===== config.mk =====
export PLATFORM = sky130hd
export DESIGN_NAME = bums_ram
export DESIGN_NICKNAME = d
export VERILOG_FILES = /design/src/rtl/core/bums_pkg.sv /design/src/rtl/core/bums_ram.sv
export SDC_FILE = /design/constraint.sdc
export NUM_CORES = 2
export LEC_CHECK = 0
export CAP_MARGIN = 5
export CORE_ASPECT_RATIO = 2
export CORE_UTILIZATION = 30
export DETAILED_ROUTE_END_ITERATION = 6
export DONT_BUFFER_PORTS = 1
export GPL_ROUTABILITY_DRIVEN = 0
export HOLD_SLACK_MARGIN = 0.12
export PLACE_DENSITY = 0.42
export SYNTH_ARGS = -nofsm -noshare
export SYNTH_HDL_FRONTEND = slang
export SYNTH_SLANG_ARGS = --single-unit

===== constraint.sdc =====
create_clock -name clk -period 3.4 [get_ports clk]
set_input_delay 0 -clock clk [delete_from_list [all_inputs] [get_ports clk]]
set_output_delay 0 -clock clk [all_outputs]
set_load 0.005 [all_outputs]

===== src/rtl/core/bums_pkg.sv =====
// -----------------------------------------------------------------------------
// bums_pkg
// Shared types and constants for the bottom-up merge sort block.
// -----------------------------------------------------------------------------
package bums_pkg;

	// element width on both streams
	localparam int DATA_W = 32;

	// sequencer states
	typedef enum logic [2:0] {
		ST_LOAD,
		ST_START,
		ST_RUN_INIT,
		ST_MERGE,
		ST_EMIT
	} bums_state_t;

	// one sorted element handed from the sequencer to the output register
	typedef struct packed {
		logic              valid;
		logic              last;
		logic              ovf;
		logic [DATA_W-1:0] value;
	} bums_item_t;

endpackage


===== src/rtl/core/bums_ram.sv =====
// -----------------------------------------------------------------------------
// bums_ram
// Element buffer: one write port, two read ports with registered read data.
// -----------------------------------------------------------------------------
module bums_ram #(
	parameter int DEPTH = 64
) (
	input  logic                              clk,
	input  logic                              we,
	input  logic [$clog2(DEPTH)-1:0]          waddr,
	input  logic [bums_pkg::DATA_W-1:0]       wdata,
	input  logic [$clog2(DEPTH)-1:0]          raddr0,
	input  logic [$clog2(DEPTH)-1:0]          raddr1,
	output logic [bums_pkg::DATA_W-1:0]       rdata0,
	output logic [bums_pkg::DATA_W-1:0]       rdata1
);
	import bums_pkg::*;

	logic [DATA_W-1:0] mem_q [DEPTH];

	// write port
	always_ff @(posedge clk) begin
		if (we) begin
			mem_q[waddr] <= wdata;
		end
	end

	// registered read ports
	always_ff @(posedge clk) begin
		rdata0 <= mem_q[raddr0];
		rdata1 <= mem_q[raddr1];
	end

endmodule


==> impl_results.md <==
- Critical Path Slowest Stage Cell: dlygate4sd3_1
- Family with the most delay on the worst path: buffers and inverters
- # nets final: 4661
- Cell taking the most area after synthesis: edfxtp_1
- I/O pins: 116
- Crit path buffers/inverters: 5
- CP Class: in2reg
- # DRC: 0
- Finished Core Util: 35.0%
- Commonest non-fill, non-tap cell in the layout: edfxtp_1
- Startpoint of the worst hold path: wdata[6]
- Mapped Cells: 4412
- Register cell area after layout: 62800 um^2
- Count of clock tree sinks: 2112
- Placement Cell Area: 102000 um^2
- Clk slew on worst S/H paths: 70 ps
- Crit path cell chain: dlygate4sd3_1 > buf_16 > nand3_1 > buf_4 > o22ai_1 > a211oi_1 > o21ai_1 > dlygate4sd3_1 > a21oi_1 > dlygate4sd3_1
- Startpoint Class: input port
- Gr ovfl total: 0
- YS warnings: 0
- Vias in the first global route: 55000
- Worst hold path type: in2reg
- Worst slew margin: -18.0%
- Via density: 5.75
- TritonCTS buffer count: 207
- Largest net degree at the start of global routing: 506
- Most common cell on crit path: dlygate4sd3_1
- Setup violators final: 0
- Ranking of synthesized cells by area: edfxtp_1, mux4_2, mux2i_1
- Failing checks: max-slew violations
- Crit path from: raddr0[5]
- Overall routing resource usage: 22.9%
- Worst skew pair latency: 910 ps
- Final cell count without fillers: 8904
- Fin crit share: 97.1%
- F_max: 0.303 GHz
- Post-synth ARST share: 0%
- Area added between synthesis and finish: 16.0%
- Pwr Density: 516 nW/um^2
- Die ar.: 321000 um^2
- Crit end category: register
- Htree depth: 4
- Flop-to-flop setup slack: 190 ps
- Iteration count of the initial detailed-routing pass: 6
- Hold WS: 152 ps
- Static Leak: 34.0 nW
- Final min period: 3300 ps
- Root Driver: clkbuf_16
- Sequential share of the synthesized area: 65.6%
- Initial antenna violation count: 28
- Maximum buffer depth of the clock tree: 4
- Flops & latches, synth: 2112
- Most frequent cells in the layout: edfxtp_1, mux4_2, clkbuf_16, mux2i_1, dlygate4sd3_1
- Run status: complete, but fails checks
- Clock Skew: 36.4 ps
- Row Count: 292
- Routed wire per std cell: 41.9 um
- Remaining antenna violation count: 0
- Post-Place Cells: 8336
- CP arrival: 4070 ps
- First-pass GRT wire length: 498000 um
- Die width: 401 um
- Die H: 801 um
- Met2 usage: 41.9%
- Max VDD drop: 378 uV
- Filler instances: 29100
- Most used DFF post-synth: edfxtp_1
- Post-synth EDFFs: 2048
- Area of the multi-input gates: 31700 um^2
- Routed WL: 373000 um
- Hold Path Depth: 2
- Buffers on Ports: 0
- Yosys top cell area share: 64.3%
- Syn_nets: 4464
- Dpl hpwl: 188000 um
- Initial core utilization: 30.2%
- Reg-to-reg endpoint: rdata1[15]
- Worst slew pin tran: 1770 ps
- CP peak stage delay: 1100 ps
- Post-Layout Inst Area: 111000 um^2
- GRT Max-Usage Layer: met2
- Final count of hold timing violations: 0
- MaxCap Viol Count: 0
- Data required, critical path: 4170 ps
- Post-CTS sizing: 0
- RR Startpoint: mem_q[63][15]
- Vias: 51200
- Synth Area per Inst: 21.7 um^2
- R2r worst-path depth: 8
- Hold endpoint: mem_q[63][6]
- Post-Syn Area: 95700 um^2
- GR Util met3: 2.96%
- Unrepaired setup endpoints after global routing: false
- CTS tree: built
- Max-slew violations: 111
- Area of the core: 317000 um^2
- Share of layout cells above drive strength 1: 36.6%
- Initial DRC Count: 5310
- Crit Path Max Fanout: 58
- Grt met1 use: 27.7%
- Count of cell types in the netlist: 38
layer usage:
layer  part of all wire, %  up-vias
met2                    54     1652
met1                    38    29200
met3                   5.0      464
met5                     0        -
met4                   3.4        0
li1                      -    19900
through the flow:
stage / setup TNS (ps) / power, mW / worst slack, ps
2_1_floorplan: 0 / 32.2 / 209
3_3_place_gp: -2230 / 33.0 / -453
3_5_place_dp: -2100 / 33.0 / -460
4_1_cts: 0 / 57.5 / 119
5_1_grt: 0 / 58.8 / 60.6
6_report: 0 / 57.3 / 97.2
synth_stat cells, drive strengths merged, types with 3 or more instances:
| cell type | number |
|---|---|
| nor3 | 3 |
| o32a | 9 |
| and2 | 6 |
| edfxtp | 2048 |
| nand3b | 6 |
| o211ai | 27 |
| or2 | 3 |
| o22ai | 56 |
| a22oi | 85 |
| dfxtp | 64 |
| clkbuf | 135 |
| nor2b | 19 |
| a211oi | 15 |
| nand3 | 9 |
| buf | 212 |
| mux2 | 36 |
| a32oi | 9 |
| o221ai | 16 |
| nand2b | 8 |
| nand2 | 93 |
| a221oi | 13 |
| mux4 | 1124 |
| nor2 | 94 |
| a21oi | 58 |
| mux2i | 204 |
| o21ai | 49 |
state kept, by name, indices dropped and copies added (netlist names):
register and flops:
rdata0 32, rdata1 32, mem_q 2048
kinds of logic (layout without fill, tap and decap cells):
group           Yosys count  after routing  share of synthesized area, %
compound gates          340            340                          2.39
buf+inv                 348            708                          1.83
flops                  2112           2112                          65.6
mux                    1364           1364                          29.0
other cells               0             16                             0
simple gates            248            248                          1.13
how the worst max path moves through the flow:
stage              endpoint  slack [ps]  depth (start not counted)
4_1_cts          rdata0[24]         120                          9
2_1_floorplan  mem_q[48][0]         210                          4
5_1_grt           rdata0[2]          60                         10
6_report          rdata0[2]         100                         10
3_5_place_dp      rdata0[1]        -460                          7
3_3_place_gp      rdata0[1]        -450                          7
cell type report:
| type | instances | area share [%] |
|---|---|---|
| Sequential cell | 2112 | 56.6 |
| Inverter | 1 | 0.00338 |
| Antenna cell | 16 | 0.0361 |
| Timing Repair Buffer | 335 | 4.28 |
| Clock buffer | 261 | 4.99 |
| Clock inverter | 111 | 0.937 |
| Tap cell | 4116 | 4.64 |
| Multi-Input combinational cell | 1952 | 28.5 |
power breakdown:
| part | leakage [nW] | switching (mW) | total [mW] | internal (mW) |
|---|---|---|---|---|
| clock network | 3.22 | 10.6 | 23.5 | 12.9 |
| registers | 19.0 | 0.207 | 29.0 | 28.8 |
| logic | 11.8 | 2.70 | 4.81 | 2.11 |
| total | 34.0 | 13.5 | 57.3 | 43.8 |
timing repair:
action | 4_1_cts | 5_1_grt
endpoints found under the setup margin | 0 | 3
hold endpoints to repair | 3155 | 14
hold buffers | 167 | 5
setup buffers | 0 | 0
Power figures use the tool's default switching activity.
