### config.mk
export PLATFORM = sky130hd
export DESIGN_NAME = bums_ctrl
export DESIGN_NICKNAME = d
export VERILOG_FILES = /design/src/rtl/core/bums_pkg.sv /design/src/rtl/core/bums_ctrl.sv
export SDC_FILE = /design/constraint.sdc
export NUM_CORES = 1
export LEC_CHECK = 0
export BUFFER_PORTS_ARGS = -buffer_cell sky130_fd_sc_hd__buf_4
export CELL_PAD_IN_SITES_DETAIL_PLACEMENT = 0
export CELL_PAD_IN_SITES_GLOBAL_PLACEMENT = 1
export CORE_AREA = 2 2 125 175
export DETAILED_ROUTE_END_ITERATION = 10
export DIE_AREA = 0 0 127 177
export GPL_TIMING_DRIVEN = 0
export HOLD_SLACK_MARGIN = 0.1
export PLACE_DENSITY_LB_ADDON = 0.15
export SYNTH_ARGS = -nofsm -noshare
export SYNTH_HDL_FRONTEND = slang
export SYNTH_SLANG_ARGS = --single-unit
### constraint.sdc
create_clock -name clk -period 6.01 [get_ports clk]
set_input_delay 1.202 -clock clk [delete_from_list [all_inputs] [get_ports clk]]
set_output_delay 1.202 -clock clk [all_outputs]
set_load 0.05 [all_outputs]
### src/rtl/core/bums_pkg.sv
// -----------------------------------------------------------------------------
// bums_pkg
// Shared types and constants for the bottom-up merge sort block.
// -----------------------------------------------------------------------------
package bums_pkg;

	// element width on both streams
	localparam int DATA_W = 32;

	// sequencer states
	typedef enum logic [2:0] {
		ST_LOAD,
		ST_START,
		ST_RUN_INIT,
		ST_MERGE,
		ST_EMIT
	} bums_state_t;

	// one sorted element handed from the sequencer to the output register
	typedef struct packed {
		logic              valid;
		logic              last;
		logic              ovf;
		logic [DATA_W-1:0] value;
	} bums_item_t;

endpackage

### src/rtl/core/bums_ctrl.sv
// -----------------------------------------------------------------------------
// bums_ctrl
// Sequencer with the shared compare unit: loads elements, runs the merge
// passes ping-ponging between the two buffers, then streams the result out.
// -----------------------------------------------------------------------------
module bums_ctrl #(
	parameter int MAX_ITEMS = 64
) (
	input  logic                              clk,
	input  logic                              arst_n,
	// input stream
	input  logic                              in_valid,
	output logic                              in_ready,
	input  logic [bums_pkg::DATA_W-1:0]       in_value,
	input  logic                              in_last,
	// buffer read data (port 0 follows p, port 1 follows q)
	input  logic [bums_pkg::DATA_W-1:0]       rd_a0,
	input  logic [bums_pkg::DATA_W-1:0]       rd_a1,
	input  logic [bums_pkg::DATA_W-1:0]       rd_b0,
	input  logic [bums_pkg::DATA_W-1:0]       rd_b1,
	output logic [$clog2(MAX_ITEMS)-1:0]      raddr0,
	output logic [$clog2(MAX_ITEMS)-1:0]      raddr1,
	// buffer write side
	output logic                              we_a,
	output logic                              we_b,
	output logic [$clog2(MAX_ITEMS)-1:0]      waddr,
	output logic [bums_pkg::DATA_W-1:0]       wdata,
	// result side
	input  logic                              out_free,
	output bums_pkg::bums_item_t              out_item
);
	import bums_pkg::*;

	localparam int AW = $clog2(MAX_ITEMS);
	localparam int CW = $clog2(MAX_ITEMS + 1);
	localparam int SW = CW + 2;
	localparam logic [CW-1:0] MAX_CNT = CW'(MAX_ITEMS);

	bums_state_t state_q, state_d;

	logic [CW-1:0] cnt_q, cnt_d;
	logic          drop_q, drop_d;
	logic [CW-1:0] n_q, n_d;
	logic [CW-1:0] width_q, width_d;
	logic [CW-1:0] start_q, start_d;
	logic [CW-1:0] mid_q, mid_d;
	logic [CW-1:0] hi_q, hi_d;
	logic [CW-1:0] p_q, p_d;
	logic [CW-1:0] q_q, q_d;
	logic [CW-1:0] k_q, k_d;
	logic          par_q, par_d;

	logic              accept, room, take_q, run_end, pass_end, more_pass;
	logic              emit_go, emit_last;
	logic [CW-1:0]     cnt_inc, n_new, k_inc, p_inc, q_inc, mid_new, hi_new;
	logic [SW-1:0]     st_w, st_2w, w2;
	logic [DATA_W-1:0] src_p, src_q;

	// shared compare unit and pointer arithmetic
	always_comb begin
		accept    = in_valid && (state_q == ST_LOAD);
		room      = cnt_q < MAX_CNT;
		cnt_inc   = cnt_q + 1'b1;
		n_new     = room ? cnt_inc : cnt_q;
		src_p     = par_q ? rd_b0 : rd_a0;
		src_q     = par_q ? rd_b1 : rd_a1;
		// right head wins when the left run is exhausted or when strictly smaller, keeping the sort stable
		take_q    = (p_q >= mid_q) ||
			((q_q < hi_q) && ($signed(src_q) < $signed(src_p)));
		k_inc     = k_q + 1'b1;
		p_inc     = p_q + 1'b1;
		q_inc     = q_q + 1'b1;
		run_end   = (k_inc == hi_q);
		pass_end  = (hi_q == n_q);
		w2        = {{(SW-CW){1'b0}}, width_q} << 1;
		more_pass = w2 < {{(SW-CW){1'b0}}, n_q};
		st_w      = {{(SW-CW){1'b0}}, start_q} + {{(SW-CW){1'b0}}, width_q};
		st_2w     = st_w + {{(SW-CW){1'b0}}, width_q};
		mid_new   = (st_w > {{(SW-CW){1'b0}}, n_q}) ? n_q : st_w[CW-1:0];
		hi_new    = (st_2w > {{(SW-CW){1'b0}}, n_q}) ? n_q : st_2w[CW-1:0];
		emit_go   = (state_q == ST_EMIT) && out_free;
		emit_last = (p_inc == n_q);
	end

	// next state
	always_comb begin
		state_d = state_q;
		case (state_q)
			ST_LOAD: begin
				if (accept && in_last) state_d = ST_START;
			end
			ST_START: begin
				state_d = (n_q > CW'(1)) ? ST_RUN_INIT : ST_EMIT;
			end
			ST_RUN_INIT: begin
				state_d = ST_MERGE;
			end
			ST_MERGE: begin
				if (run_end) begin
					if (pass_end && !more_pass) state_d = ST_EMIT;
					else                        state_d = ST_RUN_INIT;
				end
			end
			ST_EMIT: begin
				if (emit_go && emit_last) state_d = ST_LOAD;
			end
			default: state_d = ST_LOAD;
		endcase
	end

	// datapath updates and buffer control
	always_comb begin
		cnt_d   = cnt_q;
		drop_d  = drop_q;
		n_d     = n_q;
		width_d = width_q;
		start_d = start_q;
		mid_d   = mid_q;
		hi_d    = hi_q;
		p_d     = p_q;
		q_d     = q_q;
		k_d     = k_q;
		par_d   = par_q;
		we_a    = 1'b0;
		we_b    = 1'b0;
		waddr   = cnt_q[AW-1:0];
		wdata   = in_value;
		out_item        = '0;
		out_item.ovf    = drop_q;
		out_item.last   = emit_last;
		out_item.value  = src_p;
		case (state_q)
			ST_LOAD: begin
				if (accept) begin
					if (room) begin
						cnt_d = cnt_inc;
						we_a  = 1'b1;
					end else begin
						drop_d = 1'b1;
					end
					if (in_last) begin
						n_d     = n_new;
						width_d = CW'(1);
						start_d = '0;
						par_d   = 1'b0;
					end
				end
			end
			ST_START: begin
				p_d = '0;
			end
			ST_RUN_INIT: begin
				mid_d = mid_new;
				hi_d  = hi_new;
				p_d   = start_q;
				q_d   = mid_new;
				k_d   = start_q;
			end
			ST_MERGE: begin
				waddr = k_q[AW-1:0];
				wdata = take_q ? src_q : src_p;
				we_a  = par_q;
				we_b  = !par_q;
				k_d   = k_inc;
				if (take_q) q_d = q_inc;
				else        p_d = p_inc;
				if (run_end) begin
					start_d = hi_q;
					if (pass_end) begin
						par_d   = !par_q;
						width_d = w2[CW-1:0];
						start_d = '0;
						if (!more_pass) p_d = '0;
					end
				end
			end
			ST_EMIT: begin
				if (emit_go) begin
					out_item.valid = 1'b1;
					p_d = p_inc;
					if (emit_last) begin
						cnt_d  = '0;
						drop_d = 1'b0;
					end
				end
			end
			default: ;
		endcase
	end

	assign in_ready = (state_q == ST_LOAD);
	assign raddr0   = p_d[AW-1:0];
	assign raddr1   = q_d[AW-1:0];

	// sequencer registers
	always_ff @(posedge clk or negedge arst_n) begin
		if (!arst_n) begin
			state_q <= ST_LOAD;
			cnt_q   <= '0;
			drop_q  <= 1'b0;
			n_q     <= '0;
			width_q <= '0;
			start_q <= '0;
			mid_q   <= '0;
			hi_q    <= '0;
			p_q     <= '0;
			q_q     <= '0;
			k_q     <= '0;
			par_q   <= 1'b0;
		end else begin
			state_q <= state_d;
			cnt_q   <= cnt_d;
			drop_q  <= drop_d;
			n_q     <= n_d;
			width_q <= width_d;
			start_q <= start_d;
			mid_q   <= mid_d;
			hi_q    <= hi_d;
			p_q     <= p_d;
			q_q     <= q_d;
			k_q     <= k_d;
			par_q   <= par_d;
		end
	end

endmodule

==> flow_summary.json <==
{
  "finalCriticalPeriod_ps": 5953,
  "cts_tree": "built",
  "finalCritPeriodShare_pct": 99.06,
  "maxCapViolations": 0,
  "top_layer_used": "met4",
  "synth_nets": 1218,
  "cp-endpoint": "raddr1[4]",
  "synth_top_area_cell": "dfrtp_1",
  "max_freq_ghz": 0.1680,
  "io_pins": 253,
  "vias": 8381,
  "regToRegEndpoint": "hi_q[1]",
  "outcome": "complete, no violations",
  "ys_async_sr_fraction_pct": 100.0,
  "clk_pin_slew_ps": 60,
  "vias_per_cell": 5.606,
  "synth.area.top_cells": "dfrtp_1 (22%), ha_1 (13%), mux2_2 (9.5%), nand2_1 (5.5%), o21ai_0 (3.8%)",
  "synthFlopType": "dfrtp_1",
  "ys_warn_count": 0,
  "first_global_vias": 8103,
  "setup_violations": 0,
  "synth_edf_count": 0,
  "grt_antenna_before_repair": 0,
  "tightest_slew_ps": 949.1,
  "path_class": "input pin to output pin",
  "grt_start_max_net_pins": 69,
  "ys_types": 80,
  "drive_gt1_share_pct": 32.39,
  "slew_headroom_pct": 36.72,
  "synth_top_cell_area_share_pct": 21.72,
  "synth-seq-cells": 68,
  "firstDrtPassIters": 5,
  "wire_per_inst_um": 21.30,
  "synth_commonest_cells": "nand2_1 (115), ha_1 (83), inv_1 (76)",
  "grt_pass1_wl_mm": 47.06,
  "diodes": 0,
  "r2r_cells": 19,
  "yosysMostFrequentCell": "nand2_1",
  "wl_met1_mm": 11.98,
  "die_w_um": 127,
  "clk_latency_ps": 350,
  "fillCellCount": 2162,
  "clkSinkCount": 68,
  "startpoint": "rd_b0[26]",
  "nets": 1480,
  "fin_skew_ps": 9.650,
  "wl_mm": 31.84,
  "port_buffers": 252,
  "hold_viol_final": 0,
  "worst_slack_ps": 56.69,
  "grt_overflow": 0,
  "syn_inst": 968,
  "cts_buffer_depth": 2,
  "drtIter0Drc": 433,
  "start_util_pct": 37.37,
  "row_count": 63,
  "post_dp_cell_area_um2": 10050,
  "cp-start-kind": "input pin",
  "area_growth_pct": 34.03,
  "place_congestion": 0.9840,
  "worstSetupEndpointType": "output pin",
  "syn_area_per_cell_um2": 8.094,
  "grt.total_usage_pct": 27.36,
  "drc": 0,
  "root_buffer": "clkbuf_16",
  "numCtsBuffers": 9,
  "dp_hpwl_mm": 26.29,
  "final_cell_area_um2": 10500,
  "hold_path_class": "register to register",
  "r2r_setup_slack_ps": 1130,
  "final_max_slew_viol_count": 0,
  "ys_seq_area_share_pct": 21.72,
  "die_y_um": 177,
  "die-area_um2": 22480,
  "rr_startpoint": "start_q[1]",
  "h-tree-depth": 3,
  "synth_area_um2": 7835,
  "crit_fanout": 7,
  "dr_wl_met2_mm": 17.05,
  "worstPathRequired_ps": 4810,
  "cp.arrival_ps": 4750,
  "wl_met3_mm": 1.780,
  "core_um2": 20970,
  "ant_nets": 0,
  "pre_cts_ws_ps": -918.7
}
==> what timing repair did <==
item	in CTS	in global routing
gates resized for setup	29	9
setup endpoints to repair	44	13
hold buffers	0	0
buffers inserted	0	0
==> through the flow <==
stage                     setup TNS [ps]  instances  utilization [%]  hold slack, ps
after detailed placement          -17870       1480            47.94           466.5
final                                  0       1495            50.08           480.6
after global placement            -15720       1480            47.94           461.2
after CTS                              0       1495            49.93           483.0
after global routing              -2.405       1495            50.08           494.8
after floorplan                   -10760        968                -           449.7
==> how the worst min path moves through the flow <==
stage	start	endpoint	slack, ps	depth (start not counted)
global placement	mid_q[6]	mid_q[6]	460	1
global route	mid_q[4]	mid_q[4]	490	1
CTS	mid_q[3]	mid_q[3]	480	1
finish	mid_q[4]	mid_q[4]	480	1
floorplan	mid_q[4]	mid_q[4]	450	1
detailed placement	mid_q[6]	mid_q[6]	470	1
==> layout make-up <==
type	count	area, µm²	share of cell area [%]
Buffer	69	366.6	3.491
Clock buffer	9	225.2	2.145
Clock inverter	7	75.07	0.7149
Inverter	76	285.3	2.717
Multi-Input combinational cell	754	5625	53.57
Sequential cell	68	1703	16.22
Tap cell	260	325.3	3.098
Timing Repair Buffer	252	1896	18.05
==> registers in the layout (all words and copies together), names as in the netlist, 7 cells and up <==
signal / count
q_q: 7
start_q: 7
cnt_q: 7
k_q: 7
hi_q: 7
n_q: 7
mid_q: 7
p_q: 7
width_q: 7
==> per-layer routing <==
layer / vias to the layer above / global-route usage, %
li1: 4027 / -
met2: 290 / 53.67
met4: 0 / 9.158
met1: 4010 / 29.56
met5: - / 0
met3: 54 / 3.990
==> kinds of logic after synthesis <==
group                    synth area share (%)
adder cells (fa/ha/maj)                 13.77
buffers and inverters                   8.017
flip-flops                              21.72
AND/OR/NAND/NOR                         17.81
XOR/XNOR                                4.807
multiplexers                            12.23
AO/OA/AOI/OAI                           21.65
==> cells in the final DEF, fill, tap and decap left out, types with 33 or more instances in the layout <==
cell,Yosys,final
o21ai_0,59,59
ha_1,83,83
inv_1,76,76
mux2_2,66,66
clkbuf_1,38,33
nand2_1,115,115
nand3_1,57,57
a21oi_1,50,48
dfrtp_1,68,67
buf_4,15,266
nor2_1,50,50
==> worst max-delay path, stage by stage <==
cell and delay [ps]:
buf_4 120, mux2_2 310, inv_1 100, ha_1 240, nand4_1 210, nor3_1 80
a22o_1 200, or4_1 390, buf_2 180, or4_4 560, a21oi_2 170, mux2_1 320
a221o_1 330, buf_4 140, buf_4 180
Power is left out: the tool's default activity adds up to more than one toggle a clock period on the data nets, which glitch-free logic cannot reach.
